**config.mk**
```make
export PLATFORM = sky130hd
export DESIGN_NAME = bpo_front_flat
export DESIGN_NICKNAME = d
export VERILOG_FILES = /design/src/hdl/bpo_pkg.sv /design/src/hdl/bpo_in_if.sv /design/src/hdl/bpo_front.sv /design/src/flat_wrapper.sv
export SDC_FILE = /design/constraint.sdc
export NUM_CORES = 1
export LEC_CHECK = 0
export BUFFER_PORTS_ARGS = -buffer_cell sky130_fd_sc_hd__buf_2
export CAP_MARGIN = 20
export CELL_PAD_IN_SITES_DETAIL_PLACEMENT = 0
export CELL_PAD_IN_SITES_GLOBAL_PLACEMENT = 1
export CORE_MARGIN = 1
export CORE_UTILIZATION = 30
export DETAILED_ROUTE_END_ITERATION = 10
export PLACE_DENSITY = 0.6
export RECOVER_POWER = 25
export SLEW_MARGIN = 30
export SYNTH_ARGS = -nofsm -noshare
export SYNTH_HDL_FRONTEND = slang
export SYNTH_SLANG_ARGS = --single-unit
```
**constraint.sdc**
```tcl
create_clock -name i_clk -period 14.25 [get_ports i_clk]
set_clock_uncertainty 0.05 [all_clocks]
set_input_delay 2.85 -clock i_clk [delete_from_list [all_inputs] [get_ports i_clk]]
set_output_delay 2.85 -clock i_clk [all_outputs]
set_load 0.03 [all_outputs]
```
**src/hdl/bpo_pkg.sv**
```systemverilog
// ----------------------------------------------------------------------------
// bpo_pkg
// Shared types and constants for the beat phase offset block.
// ----------------------------------------------------------------------------
package bpo_pkg;

    localparam int RATE_W      = 18;
    localparam int POS_FIELD_W = 32;
    localparam int TEMPO_W     = 16;
    localparam int SUM_W       = TEMPO_W + 1;
    localparam int NUM_BASE_W  = 31;    // 6000 * sample_rate
    localparam int DEN_W       = 32;    // 12000 * sample_rate
    localparam int PH_W        = 33;    // signed deck phase in frames
    localparam int OFF_W       = 33;
    localparam int MAG_W       = 32;
    localparam int PROD_W      = MAG_W + SUM_W;
    localparam int Q_FRAC      = 15;
    localparam int BEATS_W     = 16;
    localparam int QUEUE_DEPTH = 2;
    localparam int QPTR_W      = $clog2(QUEUE_DEPTH);
    localparam int QCNT_W      = $clog2(QUEUE_DEPTH + 1);

    localparam logic [RATE_W-1:0] RATE_RESET        = 18'd44100;
    localparam logic [12:0]       CENTI_MINUTE      = 13'd6000;
    localparam logic [13:0]       TWO_CENTI_MINUTE  = 14'd12000;
    localparam logic signed [PH_W:0] OFF_LIMIT      = 34'sd4294967295;
    localparam logic signed [BEATS_W:0] HALF_BEAT   = 17'sd16384;
    localparam logic signed [BEATS_W:0] FULL_BEAT   = 17'sd32768;

    typedef struct packed {
        logic [POS_FIELD_W-1:0] position_a;
        logic [POS_FIELD_W-1:0] position_b;
        logic [TEMPO_W-1:0]     tempo_a_centi;
        logic [TEMPO_W-1:0]     tempo_b_centi;
        logic                   invalid;
    } t_item;

endpackage

```
**src/hdl/bpo_in_if.sv**
```systemverilog
// ----------------------------------------------------------------------------
// bpo_in_if
// Input channel: two deck positions and two tempos.
// ----------------------------------------------------------------------------
interface bpo_in_if;
    logic        valid;
    logic        ready;
    logic [31:0] position_a;
    logic [31:0] position_b;
    logic [15:0] tempo_a_centi;
    logic [15:0] tempo_b_centi;

    modport source (output valid, output position_a, output position_b,
                    output tempo_a_centi, output tempo_b_centi, input ready);
    modport sink   (input valid, input position_a, input position_b,
                    input tempo_a_centi, input tempo_b_centi, output ready);
endinterface

```
**src/hdl/bpo_front.sv**
```systemverilog
// ----------------------------------------------------------------------------
// bpo_front
// Holds the sample rate register, accepts queries, flags bad tempos or a zero
// rate and queues them for the compute pipeline.
// ----------------------------------------------------------------------------
module bpo_front (
    input  logic                       i_clk,
    input  logic                       i_rst_n,
    input  logic                       i_cfg_wen,
    input  logic [bpo_pkg::RATE_W-1:0] i_cfg_wdata,
    bpo_in_if.sink                     i_in,
    output bpo_pkg::t_item             o_item,
    output logic                       o_item_valid,
    input  logic                       i_item_ready,
    output logic [bpo_pkg::RATE_W-1:0] o_sample_rate
);

    logic [bpo_pkg::RATE_W-1:0] r_sample_rate;
    bpo_pkg::t_item             r_queue [bpo_pkg::QUEUE_DEPTH];
    logic [bpo_pkg::QPTR_W-1:0] r_wptr;
    logic [bpo_pkg::QPTR_W-1:0] r_rptr;
    logic [bpo_pkg::QCNT_W-1:0] r_count;
    bpo_pkg::t_item             n_item;
    logic                       push;
    logic                       pop;

    assign i_in.ready    = r_count != bpo_pkg::QCNT_W'(bpo_pkg::QUEUE_DEPTH);
    assign push          = i_in.valid && i_in.ready;
    assign o_item_valid  = r_count != '0;
    assign pop           = o_item_valid && i_item_ready;
    assign o_item        = r_queue[r_rptr];
    assign o_sample_rate = r_sample_rate;

    always_comb begin
        n_item.position_a    = i_in.position_a;
        n_item.position_b    = i_in.position_b;
        n_item.tempo_a_centi = i_in.tempo_a_centi;
        n_item.tempo_b_centi = i_in.tempo_b_centi;
        // zero tempo or zero rate would divide by zero
        n_item.invalid = (i_in.tempo_a_centi == '0) || (i_in.tempo_b_centi == '0)
                         || (r_sample_rate == '0);
    end

    always_ff @(posedge i_clk) begin
        if (!i_rst_n) begin
            r_sample_rate <= bpo_pkg::RATE_RESET;
            r_wptr        <= '0;
            r_rptr        <= '0;
            r_count       <= '0;
        end else begin
            if (i_cfg_wen) begin
                r_sample_rate <= i_cfg_wdata;
            end
            if (push) begin
                r_wptr <= r_wptr + 1'b1;
            end
            if (pop) begin
                r_rptr <= r_rptr + 1'b1;
            end
            if (push && !pop) begin
                r_count <= r_count + 1'b1;
            end else if (pop && !push) begin
                r_count <= r_count - 1'b1;
            end
        end
    end

    always_ff @(posedge i_clk) begin
        if (push) begin
            r_queue[r_wptr] <= n_item;
        end
    end

endmodule

```
**src/flat_wrapper.sv**
```systemverilog
// flat-port wrapper written by rule: the top's interface ports become plain ports
module bpo_front_flat 
  (i_clk, i_rst_n, i_cfg_wen, i_cfg_wdata, o_item, o_item_valid, i_item_ready, o_sample_rate, i_in_valid, i_in_position_a, i_in_position_b, i_in_tempo_a_centi, i_in_tempo_b_centi, i_in_ready);
  bpo_in_if i_in_i ();
  input  logic i_clk;
  input  logic i_rst_n;
  input  logic i_cfg_wen;
  input  logic [bpo_pkg::RATE_W-1:0] i_cfg_wdata;
  output bpo_pkg::t_item o_item;
  output logic o_item_valid;
  input  logic i_item_ready;
  output logic [bpo_pkg::RATE_W-1:0] o_sample_rate;
  input wire logic [$bits(i_in_i.valid)-1:0] i_in_valid;
  input wire logic [$bits(i_in_i.position_a)-1:0] i_in_position_a;
  input wire logic [$bits(i_in_i.position_b)-1:0] i_in_position_b;
  input wire logic [$bits(i_in_i.tempo_a_centi)-1:0] i_in_tempo_a_centi;
  input wire logic [$bits(i_in_i.tempo_b_centi)-1:0] i_in_tempo_b_centi;
  output wire logic [$bits(i_in_i.ready)-1:0] i_in_ready;
  assign i_in_i.valid = i_in_valid;
  assign i_in_i.position_a = i_in_position_a;
  assign i_in_i.position_b = i_in_position_b;
  assign i_in_i.tempo_a_centi = i_in_tempo_a_centi;
  assign i_in_i.tempo_b_centi = i_in_tempo_b_centi;
  assign i_in_ready = i_in_i.ready;
  bpo_front u_core (.i_clk(i_clk), .i_rst_n(i_rst_n), .i_cfg_wen(i_cfg_wen), .i_cfg_wdata(i_cfg_wdata), .i_in(i_in_i), .o_item(o_item), .o_item_valid(o_item_valid), .i_item_ready(i_item_ready), .o_sample_rate(o_sample_rate));
endmodule
```
Yosys cells after proc, flatten, opt, wreduce, memory -nomap -nowiden
Memory sizes are Yosys's and may differ from the RTL's. A register that Yosys moved wholly into a read port is not among the register bits.
Index checks and enable logic that the tools add are counted.
{"block": "classes", "mux": 6, "n_eq_ne": 1, "n_reduce_logical": 13, "addsub": 4}
{"cell": "zero test 16 bit", "count": 2}
{"cell": "zero test 18 bit", "count": 1}
{"cell": "logical AND 1 bit", "count": 4}
{"cell": "two-way mux 1 bit", "count": 4}
{"cell": "two-way mux 2 bit", "count": 2}
{"cell": "nonzero test 2 bit", "count": 2}
{"cell": "adder 1 bit, second input constant", "count": 2}
{"cell": "adder 2 x 1 -> 2 bit, second input constant", "count": 1}
{"cell": "zero test 1 bit", "count": 2}
{"cell": "logical OR 1 bit", "count": 2}
{"cell": "inequality test 2 bit, second input constant", "count": 1}
{"cell": "subtractor 2 x 1 -> 2 bit, second input constant", "count": 1}
{"block": "totals", "elab_cells": 29, "inputBits": 119, "reg_bits": 22, "output_inout_bits": 117, "mem_count": 1, "mem_bits_rw": 194}
{"name": "u_core.r_queue", "words": 2, "word_bits": 97, "read_ports": 1, "rd_clocked_by_memory_dff": 1, "write_ports": 1, "line_no": "bpo_front.sv:19", "text": "bpo_pkg::t_item r_queue [bpo_pkg::QUEUE_DEPTH];"}

Logic depth before layout (Yosys ltp)
{"block": "logic_depth", "word_depth": 6, "ltp_mapped": 7, "mapped_depth_nobuf": 7}

Least setup slack after synthesis
OpenSTA, ideal clock, no wires.
{"block": "synth_path", "path_type": "input to register", "startpoint": "in i_in_valid", "endpoint": "mem u_core.r_queue[0][0] (netlist bit), enable pin", "n_path_buf": 0, "arrival_time_ps": 6990, "required_time_ps": 13646, "setup_slack_ps": 6656, "setup_ps": 554, "cell_stages": 2, "path_cell_list": "nand2_1 nor2_1"}
{"block": "synth_between", "elab_chain_len": 3}
{"element": "from (decl)", "line_no": "flat_wrapper.sv:13", "text": "input wire logic [$bits(i_in_i.valid)-1:0] i_in_valid;"}
{"element": "logical AND 1 bit", "line_no": "bpo_front.sv:28", "text": "assign push = i_in.valid && i_in.ready;"}
{"element": "two-way mux 1 bit", "line_no": "bpo_front.sv:69", "text": "if (push) begin"}
{"element": "two-way mux 1 bit (implied by the code)", "line_no": "bpo_front.sv:70", "text": "r_queue[r_wptr] <= n_item;"}
{"element": "to (decl)", "line_no": "bpo_front.sv:19"}
Every way passes these cells.

==> metrics.log <==
INFO  metric status = finished, final reports clean
INFO  metric wl_per_cell = 16.7 um
INFO  metric setup_viol_count_final = 0
INFO  metric syn-instance-count = 401
INFO  metric leakagePower = 3.80 nW
INFO  metric timing.critical_path.to_type = output port
INFO  metric cap_viol_max_count = 0
INFO  metric cts_tree = yes
INFO  metric cell_area_synth = 7950 um^2
INFO  metric stdcell_area = 10,300 um^2
INFO  metric cts.repair.resized = 0
INFO  metric grt_most_used_layer = met2
INFO  metric critical_path.max_fanout = 62
INFO  metric grt_setup_unrepaired = no
INFO  metric power.net_switching = 629 uW
INFO  metric drt-total-wl = 16,800 um
INFO  metric critical_path_class = reg -> out
INFO  metric clock_path_buffers = 3
INFO  metric cell_internal_pwr = 1.40 mW
INFO  metric h_tree_levels = 1
INFO  metric power_frac_clock = 31.4%
INFO  metric synthesis_stage_register_bit_count = 217
INFO  metric total_die_area = 27,200 um^2
INFO  metric yosys_warnings = 0
INFO  metric syn_nets = 521
INFO  metric finalHoldViolations = 0
INFO  metric drtAntennaViolNets = 0
INFO  metric flow.area_growth_from_synthesis = 29.7%
INFO  metric place.detailed.hpwl = 11,600 um
INFO  metric clock_sinks = 217
INFO  metric multi_input_comb_area = 1610 um^2
INFO  metric totalNegativeSetupSlack = 0 ns
INFO  metric initial_utilization = 30.5%
INFO  metric period_share = 38.5%
INFO  metric global_route.usage.total = 11.7%
INFO  metric dr_total_vias = 4,380
INFO  metric ctsHoldBuffers = 0
INFO  metric grt_util_met1 = 13.4%
INFO  metric setup_slack = 8.77 ns
INFO  metric placementRows = 59
INFO  metric portBuffers = 235
INFO  metric via_count_of_the_first_global_routing_pass = 4,544
INFO  metric antenna_found_initial = 3
INFO  metric power_switching_share = 31.1%
INFO  metric stdcell_count = 1,005
INFO  metric synth_seq_area_share = 79.0%
INFO  metric sequentialPowerShare = 41.5%
INFO  metric power_density = 196 nW/um^2
INFO  metric placed_area = 9530 um^2
INFO  metric hp-class = reg -> reg
INFO  metric max_slew_margin = 43.1%
INFO  metric grt.met2_usage = 20.5%
INFO  metric mostFrequentLayoutCell = edfxtp_1
INFO  metric drt-vias-per-instance = 4.36
INFO  metric fin_nets = 771
INFO  metric cts.root.buffer_cell = clkbuf_16
INFO  metric pre_cts_slack = 9.23 ns
INFO  metric floorplan.die.width = 165 um
INFO  metric crit_required = 11.35 ns
INFO  metric initial_drc_count = 145
INFO  metric power.combinational.fraction = 27.1%
INFO  metric drcViolationCount = 0
INFO  metric depth_of_the_most_critical_reg_to_reg_path = 5
INFO  metric overflow = 0
INFO  metric source_to_sink_clock_delay_at_the_later_pin_of_the_worst_skew_pair = 0.50 ns
INFO  metric critical_path.startpoint_type = register
INFO  metric layout_min_cycle_time = 5.48 ns
INFO  metric place_congestion = 0.768
INFO  metric fmaxAchievable = 182 MHz
INFO  metric globalRouteMet3Util = 4.07%
INFO  metric grt_start_max_net_pins = 63
INFO  metric io-pin-count = 236
INFO  metric transition_time_at_the_pin_with_the_least_slew_margin = 0.854 ns
INFO  metric avgSynthCellArea = 19.8 um^2
INFO  metric clkTransAtPathRegs = 0.06 ns
INFO  metric layout-drive-gt1-share = 49.0%
INFO  metric power.total = 2.03 mW
INFO  metric cts_post_setup_buffers_inserted = 0
INFO  metric layout.cells.most_common_list = 194 x edfxtp_1, 187 x buf_2, 97 x mux2_2
INFO  metric grt_first_pass_wirelength = 24,300 um
INFO  metric utilization = 39.6%
INFO  metric design.core.area = 26,100 um^2
INFO  metric dieHeight = 165 um
INFO  metric fillCellCount = 2,445
INFO  metric placed_cells_incl_taps = 960
INFO  metric hold-path-cell-count = 2
INFO  metric worst-endpoint-arrival = 2.58 ns
INFO  metric drtPass1Iterations = 4
INFO  metric cts-buffers-inserted = 24
INFO  metric vdd_ir_drop_max = 0.102 mV
INFO  metric finalHoldWorstSlack = 0.457 ns
INFO  metric final-seq-area = 6290 um^2
INFO  metric drv_slew = 0
INFO  metric distinct_cell_type_count_after_synthesis = 24
## critical path: stages, from the launching register on
cell	delay [ns]
dfxtp_4	0.65
buf_4	0.73
mux2_2	0.42
buf_2	0.18
## worst paths after layout
path / start / end / slack [ns]
max: register / o_item[55] / 8.77
min: u_core.o_sample_rate[11] / u_core.o_sample_rate[11] / 0.46
max reg2reg: u_core.r_count[0] / u_core.r_queue[0][62] / 11.69
min reg2reg: u_core.o_sample_rate[11] / u_core.o_sample_rate[11] / 0.46
## layer usage
layer | wire [um] | share of wire (%) | up-vias
met5 | 28 | 0.17 | -
li1 | - | - | 2064
met4 | 317 | 1.9 | 4
met3 | 1530 | 9.1 | 33
met2 | 8320 | 49 | 165
met1 | 6640 | 39 | 2114
## power groups by stage
stage	clock, mW	combinational (mW)	sequential [mW]
after detailed placement	0	0.559	0.855
after floorplan	0	0.406	0.848
final	0.637	0.548	0.840
after CTS	0.658	0.561	0.842
after global routing	0.677	0.583	0.851
after global placement	0	0.554	0.851
## flip-flops by register name, indices dropped and copies added, names as in the netlist, named ones only
| name | cells |
|---|---|
| u_core.r_rptr | 1 |
| u_core.r_wptr | 1 |
| u_core.r_queue | 194 |
| u_core.r_count | 2 |
| u_core.o_sample_rate | 18 |
## cell type report
class	count	share of cell area, %
sequential	217	61.0
multi-input combinational	168	15.6
timing repair buffer	239	11.1
clock buffer	40	7.51
tap	335	4.06
clock inverter	4	0.679
inverter	1	0.0364
antenna	1	0.0243
## cells by family after synthesis
| kind of cell | Yosys count | share of synthesized area [%] |
|---|---|---|
| buffers and inverters | 16 | 0.865 |
| flip-flops | 217 | 79.0 |
| AO/OA/AOI/OAI | 2 | 0.157 |
| adder cells (fa/ha/maj) | 1 | 0.157 |
| XOR/XNOR | 4 | 0.441 |
| AND/OR/NAND/NOR | 46 | 3.34 |
| multiplexers | 115 | 16.0 |
## synthesized netlist by cell type
cell type / n / area [um^2]
inv_1: 1 / 3.75
xnor2_1: 3 / 26.3
or3_1: 1 / 6.26
or2_2: 1 / 6.26
or4_1: 2 / 15.0
nor2b_1: 12 / 75.1
nand2_1: 8 / 30.0
buf_2: 7 / 35.0
xor2_1: 1 / 8.76
nand3_1: 2 / 10.0
mux2_2: 97 / 1090
dfxtp_1: 23 / 460
nand4_1: 2 / 12.5
nor2_1: 1 / 3.75
and2_1: 4 / 25.0
nand2b_1: 1 / 6.26
clkbuf_1: 8 / 30.0
edfxtp_1: 194 / 5830
nor4_1: 11 / 68.8
and3_1: 1 / 6.26
o21ai_0: 1 / 5.00
a21boi_0: 1 / 7.51
ha_1: 1 / 12.5
mux2i_1: 18 / 180
(Power assumes the default switching activity.)
